### src/design/ccts_pkg.sv
`default_nettype none

package ccts_pkg;

   localparam int DATA_W              = 8;
   localparam int LIMIT_W             = 16;
   localparam int RESULT_W            = 16;
   localparam int COLOUR_W            = 12;
   localparam int COUNT_WIDTH_DEFAULT = 16;

   localparam logic [DATA_W-1:0]   CHAR_AMP       = 8'h26;
   localparam logic [DATA_W-1:0]   CHAR_C         = 8'h63;
   localparam logic [DATA_W-1:0]   CHAR_R         = 8'h72;
   localparam logic [COLOUR_W-1:0] COLOUR_DEFAULT = 12'hFFF;

   // Number of bytes held back for an escape that is still open.
   localparam logic [2:0] PEND_IDLE = 3'd0;
   localparam logic [2:0] PEND_AMP  = 3'd1;
   localparam logic [2:0] PEND_C    = 3'd2;
   localparam logic [2:0] PEND_D1   = 3'd3;
   localparam logic [2:0] PEND_D2   = 3'd4;

   typedef struct packed {
      logic [DATA_W-1:0]  data_byte;
      logic               end_marker;
      logic               limit_enable;
      logic [LIMIT_W-1:0] visible_limit;
   } req_item_type;

   typedef struct packed {
      logic [RESULT_W-1:0] visible_count;
      logic [RESULT_W-1:0] byte_offset;
      logic [COLOUR_W-1:0] last_colour;
   } rsp_item_type;

   typedef struct packed {
      logic       ok;
      logic [3:0] value;
   } hex_type;

   function automatic hex_type hex_decode(input logic [DATA_W-1:0] ch);
      hex_type res;
      res.ok    = 1'b1;
      res.value = 4'd0;
      if (ch inside {[8'h30:8'h39]}) begin
         res.value = 4'(ch - 8'h30);
      end else if (ch inside {[8'h61:8'h66]}) begin
         res.value = 4'(ch - 8'h57);
      end else if (ch inside {[8'h41:8'h46]}) begin
         res.value = 4'(ch - 8'h37);
      end else begin
         res.ok = 1'b0;
      end
      return res;
   endfunction

endpackage

`default_nettype wire

### src/design/color_code_text_scanner.sv
// Color code text scanner.
// The request channel (req_valid, req_stall) brings one byte of text per
// request; a request with req_end_marker set closes the string, and its data
// byte is ignored. Limit inputs are sampled on every request. The response
// channel (rsp_valid, rsp_stall) returns one result per end marker: the
// visible character count, the byte offset consumed and the last color.
// While no end marker is held back, a request is taken in every cycle and the
// block sustains one byte per cycle. A request lands in the input register,
// then the scan stage updates its state and loads the output register.
// The single-pass scan stage handles any failed escape rescan (up to five
// visible bytes) in that one pass.
// A synchronous reset empties both registers and restores the scan state
// (counts zero, color 0x0fff). When the receiver stalls, a result waits in
// the output register; text bytes still flow, and only a following end
// marker waits in the input register, which then stalls the request side.
`default_nettype none

module color_code_text_scanner #(
   parameter int COUNT_WIDTH = ccts_pkg::COUNT_WIDTH_DEFAULT
) (
   input  wire logic        clock,
   input  wire logic        reset,
   input  wire logic        req_valid,
   output logic             req_stall,
   input  wire logic [7:0]  req_data_byte,
   input  wire logic        req_end_marker,
   input  wire logic        req_limit_enable,
   input  wire logic [15:0] req_visible_limit,
   output logic             rsp_valid,
   input  wire logic        rsp_stall,
   output logic [15:0]      rsp_visible_count,
   output logic [15:0]      rsp_byte_offset,
   output logic [11:0]      rsp_last_colour
);
   import ccts_pkg::*;

   req_item_type req_item;
   req_item_type cur_item;
   rsp_item_type core_res;
   rsp_item_type rsp_item;
   logic         cur_vld;
   logic         advance;
   logic         res_load;

   assign req_item.data_byte     = req_data_byte;
   assign req_item.end_marker    = req_end_marker;
   assign req_item.limit_enable  = req_limit_enable;
   assign req_item.visible_limit = req_visible_limit;

   // Text bytes always move on; an end marker waits while a result is stuck.
   assign advance = cur_vld && !(cur_item.end_marker && rsp_valid && rsp_stall);

   ccts_in_reg u_in_reg (
      .clock     (clock),
      .reset     (reset),
      .req_valid (req_valid),
      .req_item  (req_item),
      .advance   (advance),
      .req_stall (req_stall),
      .item_vld  (cur_vld),
      .item      (cur_item)
   );

   ccts_scan_core #(
      .COUNT_WIDTH (COUNT_WIDTH)
   ) u_scan_core (
      .clock     (clock),
      .reset     (reset),
      .item_fire (advance),
      .item      (cur_item),
      .res_load  (res_load),
      .res       (core_res)
   );

   ccts_out_reg u_out_reg (
      .clock     (clock),
      .reset     (reset),
      .load      (res_load),
      .res       (core_res),
      .rsp_stall (rsp_stall),
      .rsp_valid (rsp_valid),
      .rsp_item  (rsp_item)
   );

   assign rsp_visible_count = rsp_item.visible_count;
   assign rsp_byte_offset   = rsp_item.byte_offset;
   assign rsp_last_colour   = rsp_item.last_colour;

endmodule

`default_nettype wire

### src/design/ccts_in_reg.sv
`default_nettype none

module ccts_in_reg (
   input  wire logic                   clock,
   input  wire logic                   reset,
   input  wire logic                   req_valid,
   input  wire ccts_pkg::req_item_type req_item,
   input  wire logic                   advance,
   output logic                        req_stall,
   output logic                        item_vld,
   output ccts_pkg::req_item_type      item
);
   import ccts_pkg::*;

   logic         vld_ff;
   logic         vld_in;
   req_item_type item_ff;

   // The register holds its request only while the scan stage cannot take it.
   assign req_stall = vld_ff && !advance;
   assign vld_in    = req_stall || req_valid;

   always_ff @(posedge clock) begin
      if (reset) begin
         vld_ff <= 1'b0;
      end else begin
         vld_ff <= vld_in;
      end
   end

   always_ff @(posedge clock) begin
      if (!req_stall) begin
         item_ff <= req_item;
      end
   end

   assign item_vld = vld_ff;
   assign item     = item_ff;

endmodule

`default_nettype wire

### src/design/ccts_scan_core.sv
`default_nettype none

module ccts_scan_core #(
   parameter int COUNT_WIDTH = ccts_pkg::COUNT_WIDTH_DEFAULT
) (
   input  wire logic                   clock,
   input  wire logic                   reset,
   input  wire logic                   item_fire,
   input  wire ccts_pkg::req_item_type item,
   output logic                        res_load,
   output ccts_pkg::rsp_item_type      res
);
   import ccts_pkg::*;

   localparam int CMP_W = (COUNT_WIDTH > LIMIT_W) ? COUNT_WIDTH : LIMIT_W;
   localparam logic [COUNT_WIDTH-1:0] CNT_MAX = '1;
   localparam logic [COUNT_WIDTH-1:0] OUT_MAX = COUNT_WIDTH'(17'h0FFFF);

   logic [2:0]             pend_ff, pend_in;
   logic [11:0]            digits_ff, digits_in;
   logic [COUNT_WIDTH-1:0] vis_ff, vis_in;
   logic [COUNT_WIDTH-1:0] off_ff, off_in;
   logic [COLOUR_W-1:0]    colour_ff, colour_in;
   logic                   stopped_ff, stopped_in;

   logic [COUNT_WIDTH-1:0] vis_step [0:5];
   logic [5:0]             hit;
   logic [COUNT_WIDTH:0]   inc_sum;
   logic [COUNT_WIDTH:0]   off_sum;
   hex_type                hx;
   logic                   halt_now;
   logic                   fail;
   logic                   do_flush;
   logic                   hit_any;
   logic [2:0]             flush_cnt;
   logic [2:0]             take_cnt;
   logic [2:0]             off_add;

   // Candidate visible counts after zero to five more visible bytes, each
   // compared with the limit in parallel.
   always_comb begin
      inc_sum = '0;
      for (int j = 0; j < 6; j++) begin
         inc_sum     = {1'b0, vis_ff} + (COUNT_WIDTH + 1)'(j);
         vis_step[j] = inc_sum[COUNT_WIDTH] ? CNT_MAX : inc_sum[COUNT_WIDTH-1:0];
         hit[j]      = item.limit_enable &&
                       (CMP_W'(vis_step[j]) == CMP_W'(item.visible_limit));
      end
   end

   always_comb begin
      hx         = hex_decode(item.data_byte);
      halt_now   = stopped_ff || hit[0];
      pend_in    = PEND_IDLE;
      digits_in  = '0;
      colour_in  = colour_ff;
      stopped_in = stopped_ff;
      fail       = 1'b0;
      do_flush   = 1'b0;
      flush_cnt  = '0;
      off_add    = '0;
      hit_any    = 1'b0;

      if (halt_now) begin
         stopped_in = 1'b1;
      end else if (item.end_marker) begin
         // Held escape bytes become visible at the end of the string.
         do_flush  = 1'b1;
         flush_cnt = (pend_ff <= PEND_D2) ? pend_ff : PEND_IDLE;
      end else begin
         case (pend_ff)
            PEND_AMP: begin
               if (item.data_byte == CHAR_C) begin
                  pend_in = PEND_C;
               end else if (item.data_byte == CHAR_R) begin
                  off_add = 3'd2;
               end else begin
                  fail = 1'b1;
               end
            end
            PEND_C, PEND_D1: begin
               if (hx.ok) begin
                  pend_in   = pend_ff + 3'd1;
                  digits_in = {digits_ff[7:0], hx.value};
               end else begin
                  fail = 1'b1;
               end
            end
            PEND_D2: begin
               if (hx.ok) begin
                  colour_in = {digits_ff[7:0], hx.value};
                  off_add   = 3'd5;
               end else begin
                  fail = 1'b1;
               end
            end
            default: begin
               fail = 1'b1;
            end
         endcase
         if (fail) begin
            // Held bytes are rescanned as visible, then the new byte is
            // scanned afresh: visible unless it opens another escape.
            do_flush  = 1'b1;
            flush_cnt = ((pend_ff <= PEND_D2) ? pend_ff : PEND_IDLE) +
                        ((item.data_byte != CHAR_AMP) ? 3'd1 : 3'd0);
         end
      end

      // The first step that reaches the limit ends the flush.
      take_cnt = do_flush ? flush_cnt : 3'd0;
      if (do_flush) begin
         for (int j = 5; j >= 1; j--) begin
            if ((3'(j) <= flush_cnt) && hit[j]) begin
               take_cnt = 3'(j);
               hit_any  = 1'b1;
            end
         end
         off_add    = take_cnt;
         stopped_in = hit_any;
         if (fail && !hit_any && (item.data_byte == CHAR_AMP)) begin
            pend_in = PEND_AMP;
         end
      end

      vis_in  = vis_step[take_cnt];
      off_sum = {1'b0, off_ff} + (COUNT_WIDTH + 1)'(off_add);
      off_in  = off_sum[COUNT_WIDTH] ? CNT_MAX : off_sum[COUNT_WIDTH-1:0];
   end

   assign res_load          = item_fire && item.end_marker;
   assign res.visible_count = (vis_in > OUT_MAX) ? '1 : RESULT_W'(vis_in);
   assign res.byte_offset   = (off_in > OUT_MAX) ? '1 : RESULT_W'(off_in);
   assign res.last_colour   = colour_ff;

   always_ff @(posedge clock) begin
      if (reset || (item_fire && item.end_marker)) begin
         pend_ff    <= PEND_IDLE;
         digits_ff  <= '0;
         vis_ff     <= '0;
         off_ff     <= '0;
         colour_ff  <= COLOUR_DEFAULT;
         stopped_ff <= 1'b0;
      end else if (item_fire) begin
         pend_ff    <= pend_in;
         digits_ff  <= digits_in;
         vis_ff     <= vis_in;
         off_ff     <= off_in;
         colour_ff  <= colour_in;
         stopped_ff <= stopped_in;
      end
   end

endmodule

`default_nettype wire

### src/design/ccts_out_reg.sv
`default_nettype none

module ccts_out_reg (
   input  wire logic                   clock,
   input  wire logic                   reset,
   input  wire logic                   load,
   input  wire ccts_pkg::rsp_item_type res,
   input  wire logic                   rsp_stall,
   output logic                        rsp_valid,
   output ccts_pkg::rsp_item_type      rsp_item
);
   import ccts_pkg::*;

   logic         vld_ff;
   logic         vld_in;
   rsp_item_type item_ff;

   // A new result only arrives when the held one is gone or leaves now.
   assign vld_in = load || (vld_ff && rsp_stall);

   always_ff @(posedge clock) begin
      if (reset) begin
         vld_ff <= 1'b0;
      end else begin
         vld_ff <= vld_in;
      end
   end

   always_ff @(posedge clock) begin
      if (load) begin
         item_ff <= res;
      end
   end

   assign rsp_valid = vld_ff;
   assign rsp_item  = item_ff;

endmodule

`default_nettype wire

### config.mk
export PLATFORM = sky130hd
export DESIGN_NAME = color_code_text_scanner
export DESIGN_NICKNAME = d
export VERILOG_FILES = /design/src/design/ccts_pkg.sv /design/src/design/color_code_text_scanner.sv /design/src/design/ccts_in_reg.sv /design/src/design/ccts_scan_core.sv /design/src/design/ccts_out_reg.sv
export SDC_FILE = /design/constraint.sdc
export NUM_CORES = 1
export LEC_CHECK = 0
export BUFFER_PORTS_ARGS = -buffer_cell sky130_fd_sc_hd__buf_2
export CAP_MARGIN = 20
export CELL_PAD_IN_SITES_DETAIL_PLACEMENT = 1
export CELL_PAD_IN_SITES_GLOBAL_PLACEMENT = 1
export CORE_MARGIN = 2
export CORE_UTILIZATION = 47
export DETAILED_ROUTE_END_ITERATION = 10
export GPL_TIMING_DRIVEN = 0
export PLACE_DENSITY_LB_ADDON = 0.1
export SLEW_MARGIN = 30
export SYNTH_ARGS = -nofsm -noshare
export SYNTH_HDL_FRONTEND = slang
export SYNTH_HIERARCHICAL = 1
export SYNTH_SLANG_ARGS = --single-unit
export TNS_END_PERCENT = 50
### constraint.sdc
create_clock -name clock -period 7.35 [get_ports clock]
set_clock_uncertainty 0.15 [all_clocks]
set_input_delay 1.1025 -clock clock [delete_from_list [all_inputs] [get_ports clock]]
set_output_delay 1.1025 -clock clock [all_outputs]
set_load 0.02 [all_outputs]
=== Word level (Yosys, flattened, before mapping) ===
Cells that the tools add are included.

* Output and inout port bits: 46
* Input port bits: 30
* Flip-flop bits (word level): 128
* Word-level logic and storage cells: 156

* Reduce and logical (&&, ||, !) cells: 34
* Bitwise operators: 3
* $add $sub $neg: 11
* Mux-type cells: 64
* $lt $le $gt $ge: 15
* Eq/ne operators: 14

{| class="wikitable"
|+ Operators with widths
! operator !! number
|-
| $mux 16 || 8
|-
| $eq 16x16->1 || 6
|-
| $mux 3 || 21
|-
| $bmux 16 s3 || 1
|-
| $add 16x2->17 const B || 2
|-
| $add 16x3->17 const B || 2
|-
| $gt 16x16->1 const B || 2
|-
| $mux 8 || 4
|-
| $logic_and 1x1->1 || 22
|-
| $mux 1 || 22
|-
| $add 16x1->17 const B || 1
|-
| $add 16x3->17 || 1
|-
| $eq 8x7->1 const B || 2
|-
| $ge 8x7->1 const B || 2
|-
| $le 8x7->1 const B || 2
|-
| $mux 4 || 3
|-
| $pmux 3 s2 || 2
|-
| $eq 8x6->1 const B || 1
|-
| $ge 8x6->1 const B || 1
|-
| $le 8x6->1 const B || 1
|-
| $ne 8x6->1 const B || 1
|-
| $sub 4x3->4 const B || 2
|-
| $eq 3x2->1 const B || 2
|-
| $le 2x3->1 const A || 2
|-
| 20 further kinds || 28
|}

=== Depth between registers and ports, before layout ===
Gate-level depths: netlist of run 1.

* Depth after elaboration: 25
* Gate-level depth with buffers: 33
* Depth with buffers taken out: 29

=== By module ===
Netlist of run 1, hierarchy kept.

{| class="wikitable"
|+ Modules (own cells, without submodules)
! module !! sequential area each (um2) !! area an instance (um2) !! times used !! cells an instance
|-
| ccts_scan_core || 1,121.1 || 8,100.3 || 1 || 1,143
|-
| ccts_out_reg || 1,341.3 || 1,350.0 || 1 || 47
|-
| ccts_in_reg || 800.8 || 830.8 || 1 || 31
|-
| color_code_text_scanner || 0.0 || 10.0 || 1 || 2
|}

=== Worst setup path before layout of run 1 ===
OpenSTA, ideal clock, no wires.

* Path type: register to register
* Start point: register u_scan_core.vis_ff[0]
* End point: register u_scan_core.off_ff[1]
* Setup time: 0.091 ns
* Buffers on the path: 7
* Clock period less this slack: 6.474 ns
* Data arrival time: 6.233 ns
* Stages on the path, launching flop included: 30
* Required time: 7.109 ns
* Slack: 0.876 ns
* Cells stage by stage: dfxtp_1 > buf_2 > clkbuf_1 > inv_1 > ha_1 > clkbuf_1 > nand2b_1 > a211oi_1 > a211oi_1 > or3_1 > or4_1 > or4_1 > o41a_1 > a21oi_2 > buf_6 > buf_6 > buf_6 > o21a_1 > inv_1 > fa_1 > nor2b_1 > o21a_1 > nand3_1 > nor2_1 > and3_1 > nand2_1 > nor2_1 > nand3_1 > clkbuf_1 > a311oi_1

* Cells in the longest elaborated chain, start to end: 14
* Elaborated cells between the ends (all ways): 45
* Classes of those cells: add/sub: 6; order compare: 5; eq/ne: 6; mux: 16; reduce/logical: 12

{| class="wikitable"
|+ RTL lines
! item !! line !! source
|-
| start, declared || ccts_scan_core.sv:21 || <nowiki>logic [COUNT_WIDTH-1:0] vis_ff, vis_in;</nowiki>
|-
| start signal, assigned || ccts_scan_core.sv:147 || <nowiki>vis_ff <= vis_in;</nowiki>
|-
| parallel branches: the longest is 11 deep, another holds $add 16x3->17 || n/a ||
|-
| $mux 3 * || ccts_scan_core.sv:112 || <nowiki>if (do_flush) begin</nowiki>
|-
| $add 16x3->17 * || ccts_scan_core.sv:127 || <nowiki>off_sum = {1'b0, off_ff} + (COUNT_WIDTH + 1)'(off_add);</nowiki>
|-
| $mux 16 * || ccts_scan_core.sv:128 || <nowiki>off_in = off_sum[COUNT_WIDTH] ? CNT_MAX : off_sum[COUNT_WIDTH-1:0];</nowiki>
|-
| end signal, assigned || ccts_scan_core.sv:148 || <nowiki>off_ff <= off_in;</nowiki>
|-
| end, declared || ccts_scan_core.sv:22 || <nowiki>logic [COUNT_WIDTH-1:0] off_ff, off_in;</nowiki>
|}

Every way passes the cells marked *.
A chain may end at the register's enable or synchronous reset.

=== Final worst setup path of run 1 ===
* Start point: register u_scan_core.vis_ff[9]
* End point: register u_scan_core.off_ff[1]

Same word-level chain as after synthesis.

==> summary.txt, run 1 <==
Die
  – Die Width: 152 microns
  – Row count: 54
  – CORE AREA: 21700 sq um
  – Die Area: 23100 sq um
  – Die H: 152 microns
  – IO Pins: 76
  – Initial Util: 0.475

Timing
  – Slew Viols, Final: 0
  – Final worst setup slack: -0.0515 ns
  – F_max: 135 MHz
  – Period minus WS final: 7.40 ns
  – Slew Limit Headroom: 0.371
  – Final setup fails: 4
  – Hold Vio Cnt, Final: 0
  – Tcrit/Tclk final: 1.01
  – Actual slew at the worst max-slew pin: 0.935 ns

GRT
  – Initial antenna violation count: 1
  – GRT Total Usage: 0.428
  – Remaining Overflow, GRT: 0
  – Vias in the first global route: 11500
  – Global-route wire length before repair: 74400 microns
  – Pin count of the biggest net entering global routing: 29

Setup path
  – Critical path's top delay family: compound AO/OA/AOI/OAI gates
  – Worst path most repeated cell: buf_6
  – CP Capture Type: flip-flop
  – Max Fanout on Critical Path: 11
  – Startpoint Class: flip-flop
  – Crit path cell chain: buf_6 -> xor2_2 -> nor4b_1 -> and3_1 -> a21oi_1 -> o2111ai_1 -> or4_4 -> o41a_1 -> a21oi_2 -> buf_6 -> buf_6 -> o21a_1 -> inv_1 -> fa_1 -> nor2b_1 -> o21a_1 -> nand3_2 -> nor2_2 -> and3_2 -> nand2_2 -> nor2_4 -> nand3_4 -> buf_4 -> a311oi_1
  – Worst setup path class: reg -> reg
  – Crit path largest cell delay: 0.68 ns
  – CP Buf/Inv Count: 5
  – WP data arrival: 7.58 ns
  – Crit-path slowest cell: a21oi_1
  – Critical Path RT: 7.53 ns

Logic synthesis
  – Synth Flop Type: edfxtp_1
  – Seq cells post-synth: 128
  – Cell variety after synth: 101
  – EDFF count, synth: 70
  – FFs w/ async S/R, synth: 0
  – Gate Count Post-Synth: 1223
  – YS warnings: 6
  – Synth Cell Area: 10300 sq um
  – Post-synthesis sequential area ratio: 0.317
  – Mapped Avg Cell Area: 8.41 sq um
  – Net count after synthesis: 1275

Clock network
  – CTS tree: done
  – CTS clk-pin slew, worst paths: 0.08 ns
  – H-tree levels: 4
  – CTS buffer count: 17
  – Root Buffer: clkbuf_16
  – CTS sink cnt: 128
  – Worst-Skew Late Latency: 0.44 ns
  – Hold buffers post-CTS: 0
  – Bufs on Longest Clock Path: 2

Cells and area
  – Fillers: 2578
  – Layout cells sized above 1: 0.207
  – Final instance area: 12000 sq um
  – Final nets: 1388
  – Layout area overhead: 16.9%

Power and ir drop
  – VDD IR max: 0.143 mV
  – Power Density: 183 nW/um^2
  – Tot Pwr: 2200 uW
  – Leakage: 0.00448 uW

Routing
  – Initial DRC Count: 1321
  – DRC viols: 0
  – Via Count: 11400
  – Via-to-Cell Ratio: 7.02
  – WL/cell: 31.5 microns
  – DRT Wirelength: 51300 microns
  – 1st-pass router iterations: 5
  – Post-route antenna net violation count: 0

Placed design
  – Post-DP HPWL: 36400 microns
  – RD Place Congestion: 1.08
  – Placement-stage cell area: 11100 sq um
  – DP Worst Slack: -1.59 ns
  – # port buffers: 75

Job
  – Max cap viols: 0

Hold path
  – Hold WC Path Type: reg -> reg

Outcome
  – Failing checks: setup timing
  – Outcome: finished, violations left
[state kept, by name, indices dropped and copies added, names as in the netlist]
signal,cells
u_in_reg/item,26
u_in_reg/item_vld,1
u_out_reg/rsp_item,44
u_out_reg/rsp_valid,1
u_scan_core/colour_ff,12
u_scan_core/digits_ff,8
u_scan_core/off_ff,16
u_scan_core/pend_ff,3
u_scan_core/stopped_ff,1
u_scan_core/vis_ff,16
[cell usage after synthesis, types with 10 or more instances]
| master | instances | area share |
|---|---|---|
| or4_1 | 10 | 0.0073 |
| edfxtp_1 | 70 | 0.20 |
| a31oi_1 | 28 | 0.017 |
| o21ai_0 | 63 | 0.031 |
| clkbuf_1 | 51 | 0.019 |
| nand3_1 | 48 | 0.023 |
| xor2_1 | 24 | 0.020 |
| a21oi_1 | 68 | 0.033 |
| xnor2_1 | 61 | 0.052 |
| a311oi_1 | 11 | 0.0094 |
| nor4_1 | 18 | 0.011 |
| buf_6 | 12 | 0.013 |
| nand2_1 | 119 | 0.043 |
| mux2i_1 | 30 | 0.029 |
| nor2b_1 | 13 | 0.0079 |
| ha_1 | 21 | 0.026 |
| and3_1 | 11 | 0.0067 |
| clkbuf_8 | 13 | 0.017 |
| a22oi_1 | 10 | 0.0073 |
| nor3_1 | 42 | 0.020 |
| nand4_1 | 31 | 0.019 |
| buf_2 | 18 | 0.0088 |
| dfxtp_1 | 58 | 0.11 |
| nand2b_1 | 18 | 0.011 |
| inv_1 | 32 | 0.012 |
| nor2_1 | 109 | 0.040 |
| and2_1 | 12 | 0.0073 |
| o211ai_1 | 14 | 0.010 |
[placed cells by master, fill, tap and decap left out, drive strengths merged, types with 13 or more instances in the layout]
cell,Yosys,routed
o21ai,68,68
nand2,119,119
xnor2,61,61
a21oi,71,71
mux2i,30,30
a31oi,29,29
dfxtp,58,58
edfxtp,70,70
nor3,43,43
clkbuf,64,76
ha,21,21
nand4,37,37
buf,39,137
nand3,50,50
inv,32,43
and2,15,15
o211ai,15,15
nor4,23,23
nor2b,13,13
nor2,111,111
nand2b,20,20
xor2,24,24
[metrics by stage]
stage / std cells / setup TNS (ns) / util / hold slack (ns)
2_1_floorplan: 1223 / 0 / - / 0.258
3_3_place_gp: 1578 / -40.71 / 0.508 / 0.264
3_5_place_dp: 1581 / -44.20 / 0.511 / 0.271
4_1_cts: 1618 / 0 / 0.546 / 0.291
5_1_grt: 1629 / -0.00571 / 0.555 / 0.304
6_report: 1630 / -0.125 / 0.555 / 0.291
[cell families (layout without fill, tap and decap cells)]
kind of cell,Yosys count,count (layout),share of synthesized area
AND/OR/NAND/NOR,498,498,0.258
AO/OA/AOI/OAI,319,319,0.212
buffers and inverters,135,261,0.0754
flip-flops,128,128,0.317
XOR/XNOR,86,86,0.0745
multiplexers,35,35,0.0357
adder cells (fa/ha/maj),22,22,0.0275
other,0,1,0
[worst paths after layout]
path	startpoint	end	slack (ns)	cells after the start
hold / removal	u_scan_core/colour_ff[3]	u_out_reg/rsp_item[3]	0.29	0
setup / recovery	u_scan_core/vis_ff[9]	u_scan_core/off_ff[1]	-0.05	24
hold reg to reg	u_scan_core/colour_ff[3]	u_out_reg/rsp_item[3]	0.29	0
setup reg to reg	u_scan_core/vis_ff[9]	u_scan_core/off_ff[1]	-0.05	24
[timing repair]
item	in CTS	in global routing
pin swaps	4	8
gates cloned	0	0
setup buffers	6	13
gates resized for setup	40	31
setup endpoints to repair	32	32
[cell type report]
type / instances / area [sq um] / area share
Multi-Input combinational cell: 960 / 6440 / 0.536
Buffer: 100 / 696 / 0.0578
Timing Repair Buffer: 97 / 578 / 0.0481
Inverter: 32 / 120 / 0.00999
Clock buffer: 17 / 425 / 0.0354
Tap cell: 280 / 350 / 0.0291
Antenna cell: 1 / 2.50 / 0.000208
Sequential cell: 128 / 3270 / 0.272
Clock inverter: 15 / 144 / 0.0120
[power by group]
group | total [uW] | switching, uW | internal (uW)
registers | 824 | 33.8 | 790
logic | 507 | 338 | 170
clock network | 874 | 422 | 452
total | 2200 | 793 | 1410
[per-layer routing]
| layer | vias to the layer above | global-route usage | wire length [microns] |
|---|---|---|---|
| li1 | 4781 | - | - |
| met1 | 5592 | 0.519 | 18900 |
| met3 | 253 | 0.102 | 5300 |
| met4 | 0 | 0.279 | 4010 |
| met2 | 819 | 0.681 | 23100 |
| met5 | - | 0 | 0 |
Note: power is estimated with default switching activity, not from simulation.
==> run 2: changes to the inputs <==
--- a/config.mk
+++ b/config.mk
@@ -10,10 +10,12 @@
 export CELL_PAD_IN_SITES_DETAIL_PLACEMENT = 1
 export CELL_PAD_IN_SITES_GLOBAL_PLACEMENT = 1
 export CORE_MARGIN = 2
-export CORE_UTILIZATION = 47
+export CORE_UTILIZATION = 48
+export CTS_BUF_LIST = sky130_fd_sc_hd__clkbuf_8
 export DETAILED_ROUTE_END_ITERATION = 10
 export GPL_TIMING_DRIVEN = 0
 export PLACE_DENSITY_LB_ADDON = 0.1
+export SETUP_SLACK_MARGIN = 0.05
 export SLEW_MARGIN = 30
 export SYNTH_ARGS = -nofsm -noshare
 export SYNTH_HDL_FRONTEND = slang
==> summary.txt, run 2 (synthesized netlist as in run 1, its figures left out) <==
Outcome
  – Outcome: finished, violations left
  – Failing checks: setup timing

Cells and area
  – Number of flip-flops under the largest register name: 44 (unchanged)
  – Layout area overhead: 15.5%
  – Commonest non-fill, non-tap cell in the layout: nand2_1
  – Layout cells sized above 1: 0.210 (+0.00269)
  – Fillers: 2527 (-2.0%)
  – Most frequent cells in the layout: nand2_1, nor2_1, buf_2, edfxtp_1, a21oi_1
  – Final instance area: 11900 sq um (-1.2%)
  – Final nets: 1385 (-0.22%)

Die
  – Row count: 53 (-1.9%)
  – IO Pins: 76 (unchanged)
  – Die Area: 22600 sq um (-2.0%)
  – Die Width: 150 microns (-1.0%)
  – CORE AREA: 21000 sq um (-3.1%)
  – Initial Util: 0.490 (+0.0151)
  – Die H: 150 microns (-1.0%)

Setup path
  – Reg2Reg Capture Point: u_scan_core/off_ff[3]
  – Critical path's top delay family: simple AND/OR/NAND/NOR gates
  – Max Fanout on Critical Path: 10 (-1)
  – WP data arrival: 7.97 ns (+0.39 ns)
  – Crit path largest cell delay: 0.71 ns (+0.03 ns)
  – R2r startpoint: u_in_reg/item[24]
  – Worst-case reg-to-reg path depth: 26 (+8.3%)
  – Startpoint Class: flip-flop
  – R2r setup slk: -0.41 ns (-0.36 ns)
  – CP Buf/Inv Count: 5 (unchanged)
  – CP Capture Type: flip-flop
  – Crit-path slowest cell: nor4b_1
  – Worst path most repeated cell: buf_6
  – Critical Path RT: 7.56 ns (+0.03 ns)
  – Crit path launch: u_in_reg/item[24]
  – Worst setup path class: reg -> reg

Placed design
  – DP Worst Slack: -1.45 ns (+0.145 ns)
  – Post-DP HPWL: 37100 microns (+1.9%)
  – # port buffers: 75 (unchanged)
  – RD Place Congestion: 1.03 (-4.2%)
  – Placement-stage cell area: 11100 sq um (about the same)

Routing
  – Post-route antenna net violation count: 0 (unchanged)
  – Initial DRC Count: 2140 (+62%)
  – Wl on met1: 19800 microns (+4.5%)
  – Met3 wire len: 6970 microns (+32%)
  – DRT Wirelength: 55400 microns (+8.1%)
  – DRC viols: 0 (unchanged)
  – 1st-pass router iterations: 6 (+1)
  – Top Layer Used: met4
  – DR WL met2: 23400 microns (+1.5%)
  – Via Count: 12100 (+5.5%)
  – WL/cell: 34.2 microns (+8.6%)
  – Via-to-Cell Ratio: 7.44 (+6.0%)

Clock network
  – CTS sink cnt: 128 (unchanged)
  – Worst-Skew Late Latency: 0.48 ns (+0.04 ns)
  – Hold buffers post-CTS: 0 (unchanged)
  – Bufs on Longest Clock Path: 2 (unchanged)
  – CTS tree: done
  – H-tree levels: 4 (unchanged)
  – Root Buffer: clkbuf_8
  – CTS buffer count: 17 (unchanged)
  – CTS clk-pin slew, worst paths: 0.11 ns (+0.03 ns)

Hold path
  – Hold Path Sink: u_out_reg/rsp_item[9]
  – Min-Delay Path Depth: 0 (unchanged)
  – Worst hold start: u_scan_core/colour_ff[9]
  – Hold WC Path Type: reg -> reg

Power and ir drop
  – P_sw: 790 uW (-0.39%)
  – Leakage: 0.00443 uW (-1.1%)
  – Clock power frac: 0.355 (-0.041)
  – Sw frac: 0.377 (+0.0169)
  – Internal power: 1310 uW (-7.4%)
  – Power Density: 177 nW/um^2 (-3.7%)
  – Sequential power share: 0.392 (+0.018)
  – VDD IR max: 0.131 mV (-8.2%)
  – Power share of the combinational group: 0.253 (+0.023)

Timing
  – Slew Viols, Final: 0 (unchanged)
  – Final setup fails: 30 (+26)
  – F_max: 129 MHz (-4.6%)
  – Hold WS: 0.296 ns (+0.00510 ns)
  – Hold Vio Cnt, Final: 0 (unchanged)
  – Actual slew at the worst max-slew pin: 1.07 ns (+0.139 ns)
  – Slew Limit Headroom: 0.278 (-0.0930)
  – Final worst setup slack: -0.412 ns (-0.361 ns)
  – Period minus WS final: 7.76 ns (+0.361 ns)
  – Tcrit/Tclk final: 1.06 (+0.0491)

Job
  – Max cap viols: 0 (unchanged)

GRT
  – Vias in the first global route: 11600 (+1.5%)
  – Remaining Overflow, GRT: 0 (unchanged)
  – Global-route wire length before repair: 76500 microns (+2.8%)
  – Initial antenna violation count: 1 (unchanged)
  – Pin count of the biggest net entering global routing: 29 (unchanged)
  – GRT Total Usage: 0.467 (+0.0389)
-- run 2: cell types whose count changed in the layout (fill, tap and decap cells not counted), sizes merged --
| cell | delta |
|---|---|
| inv | -4 |
| buf | -3 |
| bufinv | +3 |
| clkbuf | +1 |
| clkdlybuf4s15 | -1 |
| clkinvlp | +1 |
-- run 2: worst reg2reg max path: stages, from the launching register on --
cell and delay (ns):
edfxtp_1 0.46, nor4b_1 0.71, nand4b_1 0.26, ha_1 0.27, ha_1 0.31, nand2_1 0.09, o211ai_1 0.67, nand4b_1 0.19
or4_1 0.70, o41a_1 0.20, a21oi_2 0.26, buf_6 0.17, buf_6 0.17, buf_6 0.17, o21a_1 0.19, inv_1 0.08
fa_1 0.48, nor2b_1 0.24, o21a_1 0.22, nand3_2 0.14, nor2_2 0.18, and3_4 0.24, nand2_2 0.11, nor2_4 0.21
nand3_4 0.18, buf_6 0.22, a311oi_1 0.38
-- run 2: stage by stage --
step | std cells | TNS (ns) | utilization | total power, uW
6_report | 1622 | -8.67 | 0.565 | 2100
5_1_grt | 1621 | -9.42 | 0.565 | 2130
4_1_cts | 1609 | 0 | 0.557 | 2030
3_5_place_dp | 1575 | -39.79 | 0.528 | 1300
3_3_place_gp | 1573 | -35.21 | 0.524 | 1290
2_1_floorplan | 1223 | 0 | - | 1130
-- run 2: worst max path at each step --
stage                                        end  slack [ns]  depth (start not counted)
after global routing      u_scan_core/off_ff[11]       -0.43                         26
after floorplan            u_scan_core/off_ff[1]        0.88                         29
after CTS                  u_scan_core/off_ff[9]        0.05                         30
after detailed placement   u_scan_core/off_ff[6]       -1.45                         28
after global placement    u_out_reg/rsp_item[15]       -1.30                         28
final                      u_scan_core/off_ff[3]       -0.41                         26
-- run 2: power groups by stage --
stage	registers, uW	logic (uW)	clock network [uW]
2_1_floorplan	840	287	0
3_3_place_gp	834	456	0
3_5_place_dp	835	469	0
4_1_cts	820	488	726
5_1_grt	825	539	766
6_report	823	530	744
-- run 2: area by class of cell --
class	count	area [sq um]	share of cell area
inverters	32	124	0.0104
clock inverters	15	195	0.0164
repair buffers	93	551	0.0463
diodes	1	2.50	0.000211
multi-input cells	960	6460	0.544
plain buffers	101	703	0.0592
clock buffers	17	234	0.0197
flip-flops and latches	128	3270	0.275
well taps	275	344	0.0290
-- run 2: repair_timing --
item / 4_1_cts / 5_1_grt
hold endpoints to repair: 0 / 0
setup buffers: 4 / 12
pin swaps: 4 / 6
gates resized for setup: 48 / 29
endpoints found under the setup margin: 32 / 30
-- run 2: layer usage --
layer / GRT usage / vias to the layer above
met2: 0.699 / 1155
li1: - / 4769
met5: 0.00227 / -
met3: 0.126 / 390
met1: 0.591 / 5758
met4: 0.303 / 0
